File: src/hdl/lifo_fifo_priority_trace_checker_core_macros.svh
// Assertion helpers for the trace checker.
`ifndef LIFO_FIFO_PRIORITY_TRACE_CHECKER_CORE_MACROS_SVH
`define LIFO_FIFO_PRIORITY_TRACE_CHECKER_CORE_MACROS_SVH

`ifndef SYNTHESIS
`define LFPT_ASSERT(lbl, prop, msg) \
    lbl: assert property (@(posedge aclk) disable iff (!aresetn) (prop)) else $error(msg);
`define LFPT_ASSERT_NEXT(lbl, pre, post, msg) \
    lbl: assert property (@(posedge aclk) disable iff (!aresetn) (pre) |=> (post)) \
        else $error(msg);
`else
`define LFPT_ASSERT(lbl, prop, msg)
`define LFPT_ASSERT_NEXT(lbl, pre, post, msg)
`endif

`endif

File: src/hdl/lfpt_pkg.sv
package lfpt_pkg;

    localparam int CAPACITY   = 1024;
    localparam int VALUE_BITS = 16;
    localparam int ADDR_W     = $clog2(CAPACITY);
    localparam int CNT_W      = $clog2(CAPACITY + 1);

    typedef logic [ADDR_W-1:0]     addr_t;
    typedef logic [CNT_W-1:0]      cnt_t;
    typedef logic [VALUE_BITS-1:0] val_t;

    localparam logic [ADDR_W:0] CAP_WIDE  = (ADDR_W + 1)'(CAPACITY);
    localparam cnt_t            CAP_COUNT = CNT_W'(CAPACITY);

    localparam logic [1:0] OP_PUSH    = 2'd0;
    localparam logic [1:0] OP_POP     = 2'd1;
    localparam logic [1:0] OP_RESTART = 2'd2;

    localparam logic [2:0] VERDICT_STACK      = 3'd0;
    localparam logic [2:0] VERDICT_QUEUE      = 3'd1;
    localparam logic [2:0] VERDICT_PRIO       = 3'd2;
    localparam logic [2:0] VERDICT_IMPOSSIBLE = 3'd3;
    localparam logic [2:0] VERDICT_UNSURE     = 3'd4;

    localparam int ALIVE_STACK = 0;
    localparam int ALIVE_FIFO  = 1;
    localparam int ALIVE_PRIO  = 2;

    localparam logic [2:0] ALIVE_ALL    = 3'b111;
    localparam logic [2:0] ONLY_STACK   = 3'b001;
    localparam logic [2:0] ONLY_FIFO    = 3'b010;
    localparam logic [2:0] ONLY_PRIO    = 3'b100;
    localparam logic [2:0] ALIVE_NONE   = 3'b000;

    typedef struct packed {
        logic  valid;
        logic  first;
        addr_t idx;
    } scan_ctrl_t;

    typedef struct packed {
        val_t  best;
        addr_t best_idx;
        val_t  last;
    } scan_result_t;

    function automatic addr_t fifo_wrap(logic [ADDR_W:0] idx);
        logic [ADDR_W:0] adj;
        adj = (idx >= CAP_WIDE) ? idx - CAP_WIDE : idx;
        return adj[ADDR_W-1:0];
    endfunction

    function automatic logic [2:0] verdict_of(logic [2:0] alive);
        logic [2:0] v;
        case (alive)
            ONLY_STACK: v = VERDICT_STACK;
            ONLY_FIFO:  v = VERDICT_QUEUE;
            ONLY_PRIO:  v = VERDICT_PRIO;
            ALIVE_NONE: v = VERDICT_IMPOSSIBLE;
            default:    v = VERDICT_UNSURE;
        endcase
        return v;
    endfunction

endpackage

File: src/hdl/lfpt_max_scan.sv
// Running maximum over the beats read out of the priority store.
// Keeps the first index holding the max, and the last entry seen
// (the tail, used to fill the hole left by the removed max).
module lfpt_max_scan import lfpt_pkg::*; (
    input  logic         aclk,
    input  scan_ctrl_t   ctrl,
    input  val_t         rdata,
    output scan_result_t result
);

    val_t  best_reg;
    addr_t best_idx_reg;
    val_t  last_reg;

    always_ff @(posedge aclk) begin
        if (ctrl.valid) begin
            if (ctrl.first || (rdata > best_reg)) begin
                best_reg     <= rdata;
                best_idx_reg <= ctrl.idx;
            end
            last_reg <= rdata;
        end
    end

    assign result.best     = best_reg;
    assign result.best_idx = best_idx_reg;
    assign result.last     = last_reg;

endmodule

File: config.mk
export PLATFORM = sky130hd
export DESIGN_NAME = lfpt_max_scan
export DESIGN_NICKNAME = d
export VERILOG_FILES = /design/src/hdl/lifo_fifo_priority_trace_checker_core_macros.svh /design/src/hdl/lfpt_pkg.sv /design/src/hdl/lfpt_max_scan.sv
export SDC_FILE = /design/constraint.sdc
export NUM_CORES = 1
export LEC_CHECK = 0
export ABC_AREA = 1
export BUFFER_PORTS_ARGS = -buffer_cell sky130_fd_sc_hd__buf_2
export CAP_MARGIN = 20
export CELL_PAD_IN_SITES_DETAIL_PLACEMENT = 1
export CELL_PAD_IN_SITES_GLOBAL_PLACEMENT = 2
export CORE_UTILIZATION = 32
export CTS_BUF_LIST = sky130_fd_sc_hd__clkbuf_8
export DETAILED_ROUTE_END_ITERATION = 7
export PLACE_DENSITY = 0.82
export SYNTH_ARGS = -nofsm -noshare
export SYNTH_HDL_FRONTEND = slang
export SYNTH_SLANG_ARGS = --single-unit
File: constraint.sdc
create_clock -name aclk -period 3.06 [get_ports aclk]
set_input_delay 0.765 -clock aclk [delete_from_list [all_inputs] [get_ports aclk]]
set_output_delay 0.765 -clock aclk [all_outputs]
set_load 0.03 [all_outputs]
* Yosys cells after proc, flatten, opt, wreduce, memory -nomap -nowiden
Cells that the tools add are included.
** Cells by class
- $lt $le $gt $ge :: 1
- Reductions and logical operators :: 2
** Operators with widths (number)
- greater-than comparator 16 bit :: 1
- AND reduction 2 bit :: 1
- logical OR 1 bit :: 1
** Storage, ports and cells
- Logic and storage cells :: 6
- Output and inout bits :: 42
- Bits in registers :: 42

* Longest topological paths before layout
Gate-level depths: netlist (run 1).
- Depth in word-level cells :: 3
- Depth in mapped cells :: 13
- Mapped depth without buffers :: 13

* Worst setup path after synthesis (run 1)
No wires, ideal clock.
- Kind :: in2reg
- Start point :: input rdata[15]
- End point :: register best_idx_reg[0], enable pin
- Slack :: 0.395 ns
- Cell stages on the path :: 7
- Data required time :: 2.668 ns
- Arrival time :: 2.273 ns
- Library setup time :: 0.392 ns
- Buffers on the path :: 0
- Path through :: ha_1 -> nand2_2 -> nor3_2 -> nand2_1 -> nand2_1 -> nand2_1 -> a21oi_2
** On the way
- Cells in the longest elaborated chain, start to end :: 3
** Ends and longest elaborated chain
- from (decl) :: line lfpt_max_scan.sv:7 : input val_t rdata,
- greater-than comparator 16 bit :: line lfpt_max_scan.sv:17 : if (ctrl.first || (rdata > best_reg)) begin
- logical OR 1 bit :: line lfpt_max_scan.sv:17
- AND reduction 2 bit (no source line)
- to (signal assigned) :: line lfpt_max_scan.sv:19 : best_idx_reg <= ctrl.idx;
- to (decl) :: line lfpt_max_scan.sv:12 : addr_t best_idx_reg;
No other way between the ends.
A chain may end at the register's enable or synchronous reset.

* Final worst setup path (run 1)
- Start point :: input rdata[11]
- End point :: register best_reg[2], enable pin
** On the way
- Cells in the longest elaborated chain, start to end :: 3
** Ends and longest elaborated chain
- greater-than comparator 16 bit :: line lfpt_max_scan.sv:17
- logical OR 1 bit :: line lfpt_max_scan.sv:17
- AND reduction 2 bit (no source line)
- to (signal assigned) :: line lfpt_max_scan.sv:18 : best_reg <= rdata;
- to (decl) :: line lfpt_max_scan.sv:11 : val_t best_reg;
No other way between the ends.

==> results of run 1 <==
[where the power goes]
part	internal, mW	total (mW)	switching [mW]	leakage [nW]
Combinational	0.0688	0.224	0.155	0.605
Clock	0.240	0.430	0.190	0.0579
Sequential	0.681	0.694	0.0128	0.405
Total	0.990	1.35	0.358	1.07
[cell families after synthesis]
group           Yosys count
buf+inv                  22
simple gates             27
compound gates            9
flops                    42
fa+ha+maj                16
[how the worst max path moves through the flow]
stage,from,endpoint,slack (ps)
finish,rdata[11],best_reg[2]$_DFFE_PP_,760
global route,rdata[11],best_reg[12]$_DFFE_PP_,630
CTS,rdata[11],best_reg[12]$_DFFE_PP_,740
detailed placement,rdata[11],best_reg[1]$_DFFE_PP_,410
global placement,rdata[11],best_reg[4]$_DFFE_PP_,560
floorplan,rdata[15],best_idx_reg[0]$_DFFE_PP_,400
[worst register-to-register path, delay by kind of cell, from the launching register on]
family | cells | cell delay (ps)
buf+inv | 2 | 290
compound gates | 1 | 360
flops | 1 | 370
simple gates | 5 | 500
fa+ha+maj | 1 | 300
[Yosys cell counts, drive strengths merged]
cell type | n | area [um2]
a21o | 1 | 7.510
a21oi | 7 | 38.79
edfxtp | 42 | 1261
ha | 16 | 200.2
inv | 22 | 82.58
nand2 | 18 | 70.07
nand3 | 2 | 10.01
nand4 | 1 | 6.260
nor2 | 5 | 21.27
nor3 | 1 | 10.01
o21ai | 1 | 5.000
[per-layer routing]
metal	global-route usage	vias up
li1	-	555
met1	0.1510	533
met2	0.2583	42
met3	0.05087	4
met4	0.04321	0
met5	0	-
[per-stage QoR]
| stage | std cells | power [mW] | setup WS [ps] | instance area (um2) | utilization |
|---|---|---|---|---|---|
| floorplan | 116 | 0.8459 | 395.4 | 1713 | - |
| finish | 266 | 1.348 | 765.0 | 2287 | 0.4450 |
| CTS | 266 | 1.370 | 743.6 | 2287 | 0.4450 |
| global route | 266 | 1.410 | 625.1 | 2287 | 0.4450 |
| detailed placement | 258 | 0.9356 | 414.8 | 2178 | 0.4238 |
| global placement | 258 | 0.9267 | 555.9 | 2178 | 0.4238 |
[area by class of cell]
| cell class | instances | area (um2) | share of cell area |
|---|---|---|---|
| flip-flops and latches | 42 | 1261 | 0.5514 |
| repair buffers | 72 | 377.9 | 0.1652 |
| multi-input cells | 52 | 369.1 | 0.1614 |
| well taps | 70 | 87.58 | 0.03829 |
| inverters | 22 | 82.58 | 0.03611 |
| clock buffers | 5 | 68.82 | 0.03009 |
| clock inverters | 3 | 40.04 | 0.01751 |
==> summary.md, run 1 <==
In this run the top signal layer used is met4. The sequential-to-total area share from yosys stat is 0.7363, and the transition at the pin with the smallest max-transition slack is 408.2 ps. For the number of antenna violations at the first check in global routing, the log shows 0. Total buffers and inverters traversed by the critical path: 2. The starting density of the core is 0.3333, and the synthesized instance count is 116. The tightest hold path in the finished design has a slack of 640.4 ps.

Leaving out fill and tap cells, the most frequent cell in the layout is buf_2. The XOR/XNOR share of the synthesized area is 0, and the clock latency at the later pin of the worst-skew pair is 290 ps. Detailed routing placed a total of 1859 um of wire on met2. Detailed placement ended at an HPWL of 2804 um.

In the detailed route, the total length drawn on met3 is 213 um. Critical path startpoint category: an input port. The area of the core came out at 0.005140 mm2. The clock passes through at most 2 buffers. The compound-cell area share of the yosys netlist was 0.02995; the mux contribution to synthesized area was 0. The number of hold buffers added after cts is 0, and the total of buffers placed on input and output ports is 70. In this run the number of cells on the critical path is 9. The number of sinks driven by the clock tree was 42. In the layout the commonest cells are buf_2 (70), edfxtp_1 (42), inv_1 (22). From synthesis to final layout, the design area changed by 33.53%. After routing, the total negative slack on setup checks comes to 0 ps.

Walking the worst path, the cells encountered are buf_2 -> ha_1 -> nand4_1 -> nor3_2 -> nand2_1 -> nand2_1 -> nand2_1 -> a21oi_2 -> buf_12. Launch point of the worst reg-to-reg path: best_reg[11]$_DFFE_PP_. The first-pass GRT wire length was 5671 um; the total detailed-routing wirelength was 3575 um. Timing would allow up to 435.7 MHz. Counting cells, the worst reg-to-reg path comes to 9. The number of endpoints with negative hold slack in the final report was 0; the mean post-synth cell area was 14.77 um2. The setup slack of the most critical reg-to-reg path was 950 ps; the die extent in y was 75.16 um. Data on the critical path arrives at its endpoint at 2300 ps. The type of the tightest min-delay check was in2reg. The fraction of the mapped netlist area in simple logic gates works out to 0.06866.

The warning count from the yosys run is 0. CTS built an H-tree with a depth of 2. After detailed routing, the average wire length per cell comes to 13.44 um. The DRC marker count from the first detailed-route iteration was 35. Clock tree synthesis inserted a total of 5 buffers. The largest single stage delay on the critical path is 360 ps. Post-CTS timing repair inserted 0 buffers for setup.

For the final max-slew violation count, the log shows 0. 71 I/O pins were placed. Setup repair after global routing left no endpoint under its margin. Die outline area: 0.005649 mm2. The analysis attributes to cell leakage a power of 1.068 nW. The tools report the combined area of all synthesized cells as 0.001713 mm2. The number of global-route vias before repair came out at 1234. In this run the critical register-to-register path is captured at best_reg[2]$_DFFE_PP_. The CTS clock-pin slew for the worst setup and hold paths was 80 ps. The run gives 26 as the number of placement rows. The fraction of layout instances using a drive strength above 1 came out at 0.4286. The dominant delay contributor by cell family on the critical path was simple AND/OR/NAND/NOR gates. Synthesis produced a netlist with a net count of 161. The run gives 0.7279 as the worst slew margin relative to its limit. Along the worst path, the maximum fanout reaches 22. The floorplan die width was 75.16 um; the number of remaining DRC errors was 0.

Post-cts resize count: 0. The flow ran to the end, and the final reports show no timing, DRC or antenna violations. Across the run, the number of max-cap violations was 0.

In this run the clock root is driven by a clkbuf_8. The net count of the finished layout is 240, and the count of inserted antenna diode cells is 0. STA classifies the critical path endpoint as a flip-flop. Cell seen most often among critical-path stages: nand2_1. Synthesis inferred 42 register bits.

The critical path is of the in2reg type. In the final routing, the length of wire on met1 measures 1468 um. The post-synthesis adder-cell area fraction was 0.1169; the minimum period implied by the final worst setup slack was 2295 ps. At the end of routability-driven placement, the weighted congestion stood at 0.6556.

Dividing total power by cell area gives a power density of 589.4 mW/mm2. VDD sags by at most 0.3071 mV. Worst hold path cell count: 1. By area, the combinational part of the netlist is dominated by adder cells. The worst path required time was 3060 ps. TritonCTS built the clock tree. For this run, the detailed router's first-pass iteration total came to 3.

The run gives 14 as the count of unique library cells instantiated by Yosys. The tools report the terminating pin of the worst hold path as best_idx_reg[5]$_DFFE_PP_. For the largest net degree at the start of global routing, the log shows 23.

Launch point of the worst hold path: ctrl[5]. Share of the clock period used by the worst path after layout: 0.7500. After filler insertion, the fill cell instance count of the layout stands at 589. The setup-violating endpoint count in the final report is 0. The detail route stage leaves a number of antenna-violating nets equal to 0. For this run the aggregate overflow at the end of global routing stands at 0.

Between clock sinks in the finished design, the worst skew comes to 3.684 ps. Summing over every cut layer, the via total after detailed routing is 1134. The largest individual stage delay along the critical path comes from the cell a21oi_2. Using the TritonRoute via totals, the vias-per-cell ratio works out to 4.263. For the global-route total usage across every layer, the log shows 0.1406.
Power figures use the tool's default switching activity.
==> inputs of run 2 (changes only) <==
==> constraint.sdc (replaced) <==
create_clock -name aclk -period 2.3 [get_ports aclk]
set_input_delay 0.575 -clock aclk [delete_from_list [all_inputs] [get_ports aclk]]
set_output_delay 0.575 -clock aclk [all_outputs]
set_load 0.03 [all_outputs]
==> summary.md, run 2 (synthesis results as in run 1) <==
The run finished with clean final reports. The tools report the setup slack of the most critical reg-to-reg path as 440 ps (was 950 ps). The logs give 1860 ps (was 2300 ps) for the endpoint arrival time on the critical path and 0.4525 (was 0.4450) for the final core area utilization. The dominant delay contributor by cell family on the critical path is simple AND/OR/NAND/NOR gates (unchanged). For the number of global-route vias before repair, the log shows 1280 (was 1234).

The final max-slew violation count came out at 0 (unchanged). The count of inserted antenna diode cells was 0 (unchanged); the worst-case reg-to-reg path depth was 11 (was 9). The run gives 0.483 (was 0.515) as the share of total power in sequential cells. Area added between synthesis and finish: 35.79% (was 33.53%).

For the number of placement rows, the log shows 26 (unchanged). Worst setup slack before clock tree synthesis: 117.0 ps (was 414.8 ps). Most frequent cells in the layout: buf_2 (70), edfxtp_1 (42), inv_1 (22) (unchanged). The net count of the finished layout came out at 241 (was 240). The run gives 42 (unchanged) as the number of sinks driven by the clock tree.

For the setup-violating endpoint count in the final report, the log shows 0 (unchanged). The fraction of layout instances using a drive strength above 1 is 0.4264 (was 0.4286), and the number of maximum-capacitance constraint violations is 0 (unchanged). The category of the critical setup timing path is in2reg (unchanged). The timing-limited maximum frequency was 538.2 MHz; the number of vias after detailed routing was 1169 (was 1134). The leading cell type in the layout, fill and taps excluded is buf_2 (unchanged). For the maximum level of the CTS H-tree, the log shows 2 (unchanged). The net switching share of the total power came out at 0.2513 (was 0.2658).

For the clock network fraction of total power, the log shows 0.356 (was 0.319). The capturing element of the worst setup path is best_reg[0]$_DFFE_PP_ (was best_reg[2]$_DFFE_PP_). The largest net degree at the start of global routing came out at 21 (was 23). Die outline area: 0.005649 mm2 (unchanged). The launch point of the worst reg-to-reg path is best_reg[7]$_DFFE_PP_ (was best_reg[11]$_DFFE_PP_). The longest individual stage delay on the worst path is 290 ps (was 360 ps). CTS clock-pin slew for the worst setup and hold paths: 80 ps (about the same). The die extent in y is 75.16 um (unchanged), and the total I/O pin count is 71 (unchanged).

The count of cell instances traversed by the critical path works out to 11 (was 9). The total buffers and inverters traversed by the critical path works out to 2 (unchanged). The transition at the pin with the smallest max-transition slack is 235.1 ps (was 408.2 ps), and the worst path required time is 2300 ps (was 3060 ps). The worst IR drop on VDD was 0.4668 mV (was 0.3071 mV).

The total detailed-routing wirelength was 3798 um (was 3575 um). The tools report the count of filler cells inserted in the layout as 570 (was 589). The run gives 10.95 ps (was 3.684 ps) as the final setup skew.

Critical Path, Cell by Cell: buf_2 -> ha_1 -> nand2_1 -> nor2_2 -> nand2_1 -> nand2_1 -> nand2_1 -> nand2_1 -> nand2_1 -> a21oi_4 -> buf_12 (was buf_2 -> ha_1 -> nand4_1 -> nor3_2 -> nand2_1 -> nand2_1 -> nand2_1 -> a21oi_2 -> buf_12). The least setup slack across all paths after layout is 442.1 ps (was 765.0 ps), and the worst slew margin relative to its limit is 0.8432 (was 0.7279). The tools report the CTS root buffer as clkbuf_8 (unchanged).

The first-pass GRT wire length is 5858 um (was 5671 um), and the internal cell power is 1.431 mW (was 989.8 uW). The number of nets with antenna violations after detailed routing is 0 (unchanged). The number of remaining DRC errors is 0 (unchanged). The DRC marker count from the first detailed-route iteration is 53 (was 35).

Worst reg2reg path endpoint: best_reg[0]$_DFFE_PP_ (was best_reg[2]$_DFFE_PP_). The share of the clock period used by the worst path after layout is 0.8078, and the clock latency at the later pin of the worst-skew pair is 290 ps (about the same). The total power after layout is 1.911 mW (was 1.348 mW), and the post-cts resize count is 0 (unchanged). The total leakage power is 1.082 nW (was 1.068 nW). TritonCTS built the clock tree. The post-CTS setup repair buffer count was 0 (unchanged); the vias per cell was 4.378 (was 4.263). Residual overflow from global routing: 0 (unchanged). The type of the tightest min-delay check was in2reg (unchanged). The number of endpoints with negative hold slack in the final report came out at 0 (unchanged). The estimated wirelength of the detail-placed design was 2911 um (was 2804 um). The number of iterations in the first detailed-routing pass was 4 (was 3); the number of antenna violations at the first check in global routing was 1 (was 0). Global-route total usage across every layer: 0.1460 (was 0.1406).

The post-detailed-route wirelength per cell was 14.22 um (was 13.44 um). Setup repair after global routing left no endpoint under its margin. The run gives 0 (unchanged) as the number of hold buffers added after cts. The total of buffers placed on input and output ports is 70 (unchanged).

The power density normalized to cell area came out at 821.7 mW/mm2 (was 589.4 mW/mm2). The final weighted congestion of routability-driven global placement was 0.7046 (was 0.6556). Cell seen most often among critical-path stages: nand2_1 (unchanged).

The launching element of the worst setup path is rdata[7] (was rdata[11]). The floorplan die width is 75.16 um (unchanged). The run gives 480.4 uW (was 358.3 uW) as the power spent charging and discharging nets. The slowest cell on the critical path is ha_1 (was a21oi_2). The minimum period implied by the final worst setup slack was 1858 ps; the clock tree buffer depth was 2 (unchanged). Number of buffers created by CTS: 5 (unchanged).

The area of the core is 0.005140 mm2 (unchanged), and the total negative slack is 0 ps (unchanged). The tools report the starting density of the core as 0.3333 (unchanged). Critical path endpoint category: a flip-flop (unchanged). The top fanout value on the critical path is 20 (was 22). Critical path startpoint category: an input port (unchanged). The combinational power share was 0.161 (was 0.166).
==> run 2: cell count changes in the layout (fill, tap and decap cells not counted), sizes merged <==
cell,change
buf,+1
bufinv,+1
clkinv,-1
==> run 2: area by class of cell <==
cell class	instances	area [um2]	area share
clock buffers	5	68.82	0.02959
clock inverters	3	63.81	0.02743
inverters	22	82.58	0.03550
multi-input cells	52	376.6	0.1619
flip-flops and latches	42	1261	0.5422
well taps	70	87.58	0.03765
repair buffers	73	385.4	0.1657
==> run 2: power groups by stage <==
stage / clock [mW] / combinational (mW) / sequential [mW]
after floorplan: 0 / 0.0774 / 1.05
after global placement: 0 / 0.298 / 0.939
after detailed placement: 0 / 0.310 / 0.941
after CTS: 0.700 / 0.313 / 0.924
after global routing: 0.718 / 0.336 / 0.930
final: 0.681 / 0.307 / 0.923
==> run 2: how the worst min path moves through the flow <==
stage,cells past startpoint,endpoint,start,slack (ps)
after global routing,1,best_idx_reg[6]$_DFFE_PP_,ctrl[6],440
final,1,best_idx_reg[6]$_DFFE_PP_,ctrl[6],450
after CTS,1,best_idx_reg[6]$_DFFE_PP_,ctrl[6],440
after global placement,1,best_idx_reg[6]$_DFFE_PP_,ctrl[6],760
after detailed placement,1,best_idx_reg[6]$_DFFE_PP_,ctrl[6],760
after floorplan,0,best_idx_reg[0]$_DFFE_PP_,ctrl[0],670
==> run 2: worst register-to-register path, cell delays in order (launching register included) <==
cell and delay, ps:
edfxtp_1 350, inv_1 50, ha_1 290, nand2_1 80, nor2_2 140, nand2_1 60
nand2_1 60, nand2_1 50, nand2_1 50, nand2_1 80, a21oi_4 170, buf_12 190
==> run 2: per-stage QoR <==
step,std cells,hold WS [ps],area [um2]
detailed placement,259,755.1,2193
global route,267,443.9,2326
finish,267,451.0,2326
floorplan,116,673.9,1720
global placement,259,759.1,2193
CTS,267,439.9,2326
==> run 2: metal layers <==
layer  vias to the layer above  GRT usage  routed length (um)
li1                        559          -                   -
met1                       547     0.1567                1507
met2                        52     0.2573                1900
met3                         9    0.05622                 320
met4                         2    0.06173                  60
met5                         -          0                  10
==> inputs of run 3 (changes only) <==
==> constraint.sdc (replaced) <==
create_clock -name aclk -period 1.75 [get_ports aclk]
set_input_delay 0.4375 -clock aclk [delete_from_list [all_inputs] [get_ports aclk]]
set_output_delay 0.4375 -clock aclk [all_outputs]
set_load 0.03 [all_outputs]
==> summary.md, run 3 (synthesis results as in run 1) <==
The estimated wirelength of the detail-placed design is 3010 um (was 2911 um). The vias per cell works out to 4.388 (was 4.378). TritonCTS built the clock tree.

The number of remaining DRC errors is 0 (unchanged). For the net count of the finished layout, the log shows 266 (was 241). The run gives 656.8 uW (was 480.4 uW) as the power spent charging and discharging nets. The tools report the CTS root buffer as clkbuf_8 (unchanged). The number of endpoints with negative hold slack in the final report came out at 0 (unchanged). The worst path in the final design needs a cycle of 1935 ps, including I/O delays and setup. Cell seen most often among critical-path stages: nand2_1 (unchanged). The area added between synthesis and finish works out to 54.49% (was 35.79%). Most frequent cells in the layout: buf_2 (70), edfxtp_1 (42), buf_4 (23) (was buf_2 (70), edfxtp_1 (42), inv_1 (22)).

The internal cell power was 1.811 mW (was 1.431 mW); the number of global-route vias before repair was 1386 (was 1280). The fraction of layout instances using a drive strength above 1 works out to 0.5701 (was 0.4264). The number of hold buffers added after cts came out at 0 (unchanged).

The run gives 0.493 (was 0.483) as the share of total power in sequential cells. The CTS clock-pin slew for the worst setup and hold paths is 80 ps (about the same), and the first-pass GRT wire length is 6423 um (was 5858 um). The tools report the residual overflow from global routing as 0 (unchanged). The least setup slack across all paths after layout was -184.9 ps (was 442.1 ps); the die extent in y was 75.16 um (unchanged). The tools report the clock network fraction of total power as 0.299 (was 0.356).

The launch point of the worst hold path is ctrl[6] (unchanged). The final max-slew violation count was 0 (unchanged); the floorplan die width was 75.16 um (unchanged). The cell area reported after detailed placement was 0.002356 mm2 (was 0.002193 mm2). The die outline area came out at 0.005649 mm2 (unchanged). Number of sinks driven by the clock tree: 42 (unchanged). The clock latency at the later pin of the worst-skew pair was 290 ps (about the same). The total of buffers placed on input and output ports works out to 70 (unchanged). The area of the core was 0.005140 mm2 (unchanged); the number of vias after detailed routing was 1277 (was 1169). The flow ran to the end, but the final reports show violations. The final reports fail on negative setup slack.

The count of cell instances traversed by the critical path is 10 (was 11). The slowest cell on the critical path is edfxtp_1 (was ha_1). The run gives 0.209 (was 0.161) as the combinational power share. The category of the critical setup timing path is reg2reg (was in2reg).

For the total I/O pin count, the log shows 71 (unchanged). Total detailed-routing wirelength: 4069 um (was 3798 um). The final setup skew was 6.321 ps (was 10.95 ps); the largest net degree at the start of global routing was 17 (was 21).

The setup-violating endpoint count in the final report was 26 (was 0). The power density normalized to cell area was 932.5 mW/mm2 (was 821.7 mW/mm2); the transition at the pin with the smallest max-transition slack was 240.8 ps (was 235.1 ps). The starting density of the core was 0.3333 (unchanged); the worst-case reg-to-reg path depth was 10 (was 11).

The launch point of the worst reg-to-reg path was best_reg[9]$_DFFE_PP_ (was best_reg[7]$_DFFE_PP_). The timing-limited maximum frequency came out at 516.8 MHz. The worst IR drop on VDD is 0.3937 mV (was 0.4668 mV). Critical path startpoint category: a flip-flop (was an input port). The run gives 43 (was 53) as the DRC marker count from the first detailed-route iteration. The logs give 0.6837 (was 0.7046) for the final weighted congestion of routability-driven global placement and 1950 ps (was 1860 ps) for the endpoint arrival time on the critical path. The net switching share of the total power was 0.2661 (was 0.2513); the count of inserted antenna diode cells was 0 (unchanged). The total buffers and inverters traversed by the critical path was 3 (was 2); the total leakage power was 1.207 nW (was 1.082 nW). For the number of iterations in the first detailed-routing pass, the log shows 4 (unchanged). Maximum level of the CTS H-tree: 2 (unchanged). Critical Path, Cell by Cell: inv_2 -> ha_4 -> nand4_1 -> nor3_4 -> nand2_1 -> nand2_1 -> nand2_2 -> a21oi_4 -> buf_12 -> buf_16 (was buf_2 -> ha_1 -> nand2_1 -> nor2_2 -> nand2_1 -> nand2_1 -> nand2_1 -> nand2_1 -> nand2_1 -> a21oi_4 -> buf_12).

The clock tree buffer depth came out at 2 (unchanged). For the number of maximum-capacitance constraint violations, the log shows 0 (unchanged). Dominant delay contributor by cell family on the critical path: simple AND/OR/NAND/NOR gates (unchanged).

The leading cell type in the layout, fill and taps excluded is buf_2 (unchanged). The tools report the critical path endpoint category as a flip-flop (unchanged). The terminating pin of the worst hold path was best_idx_reg[6]$_DFFE_PP_ (unchanged).

The run gives 0.8395 (was 0.8432) as the worst slew margin relative to its limit. The number of buffers created by CTS came out at 5 (unchanged). Setup repair after global routing could not meet its margin everywhere.

For the number of nets with antenna violations after detailed routing, the log shows 0 (unchanged). The worst reg2reg path endpoint is best_reg[13]$_DFFE_PP_ (was best_reg[0]$_DFFE_PP_). The number of antenna violations at the first check in global routing came out at 0 (was 1). Type of the tightest min-delay check: in2reg (unchanged). The longest individual stage delay on the worst path is 380 ps (was 290 ps). The post-layout instance area is 0.002646 mm2 (was 0.002326 mm2). The logs give 319.8 ps (was 451.0 ps) for the worst slack on hold paths and 26 (unchanged) for the number of placement rows. For the worst path required time, the log shows 1760 ps (was 2300 ps). The run gives 0.1567 (was 0.1460) as the global-route total usage across every layer. The top fanout value on the critical path works out to 7 (was 20).

The setup slack of the most critical reg-to-reg path is -180 ps (was 440 ps), and the worst hold path cell count is 1 (unchanged). The share of the clock period used by the worst path after layout is 1.106, and the post-detailed-route wirelength per cell is 13.98 um (was 14.22 um).
==> run 3: layout make-up <==
| class | count | area, um2 |
|---|---|---|
| Fill cell | 565 | 2494 |
| Inverter | 22 | 82.58 |
| Timing Repair Buffer | 98 | 621.8 |
| Sequential cell | 42 | 1261 |
| Multi-Input combinational cell | 52 | 490.5 |
| Clock buffer | 5 | 68.82 |
| Tap cell | 70 | 87.58 |
| Clock inverter | 2 | 33.78 |
==> run 3: power groups by stage <==
stage / logic [mW] / registers [mW] / clock network [mW]
4_1_cts: 0.525 / 1.22 / 0.757
3_3_place_gp: 0.436 / 1.24 / 0
5_1_grt: 0.561 / 1.22 / 0.784
6_report: 0.515 / 1.22 / 0.737
3_5_place_dp: 0.453 / 1.24 / 0
2_1_floorplan: 0.106 / 1.38 / 0
==> run 3: how the worst max path moves through the flow <==
| stage | start | end | slack [ps] |
|---|---|---|---|
| after global routing | best_reg[11]$_DFFE_PP_ | best_reg[13]$_DFFE_PP_ | -290 |
| after CTS | best_reg[8]$_DFFE_PP_ | best_reg[1]$_DFFE_PP_ | -160 |
| final | best_reg[9]$_DFFE_PP_ | best_reg[13]$_DFFE_PP_ | -180 |
| after floorplan | best_reg[3]$_DFFE_PP_ | best_idx_reg[0]$_DFFE_PP_ | -440 |
| after detailed placement | rdata[11] | best_reg[2]$_DFFE_PP_ | -370 |
| after global placement | rdata[11] | best_idx_reg[4]$_DFFE_PP_ | -280 |
==> run 3: metrics by stage <==
step	instances	TNS [ps]	worst slack (ps)	power [mW]	util
final	291	-4031	-184.9	2.468	0.5148
after global routing	291	-6850	-288.2	2.569	0.5148
after CTS	292	-3949	-156.6	2.499	0.5166
after detailed placement	277	-9488	-366.5	1.690	0.4584
after global placement	277	-7269	-280.7	1.671	0.4584
after floorplan	116	-11550	-444.2	1.486	-
==> run 3: what timing repair did <==
item	in CTS	in global routing
gates cloned	2	0
setup endpoints to repair	26	26
pin swaps	5	1
setup buffers	6	0
gates resized for setup	15	4
==> run 3: per-layer routing <==
| metal | global-route usage | vias up | wire [um] |
|---|---|---|---|
| met5 | 0 | - | 0 |
| met4 | 0.05144 | 0 | 68 |
| met3 | 0.04552 | 8 | 281 |
| met2 | 0.2933 | 52 | 2105 |
| met1 | 0.1694 | 606 | 1614 |
| li1 | - | 611 | - |
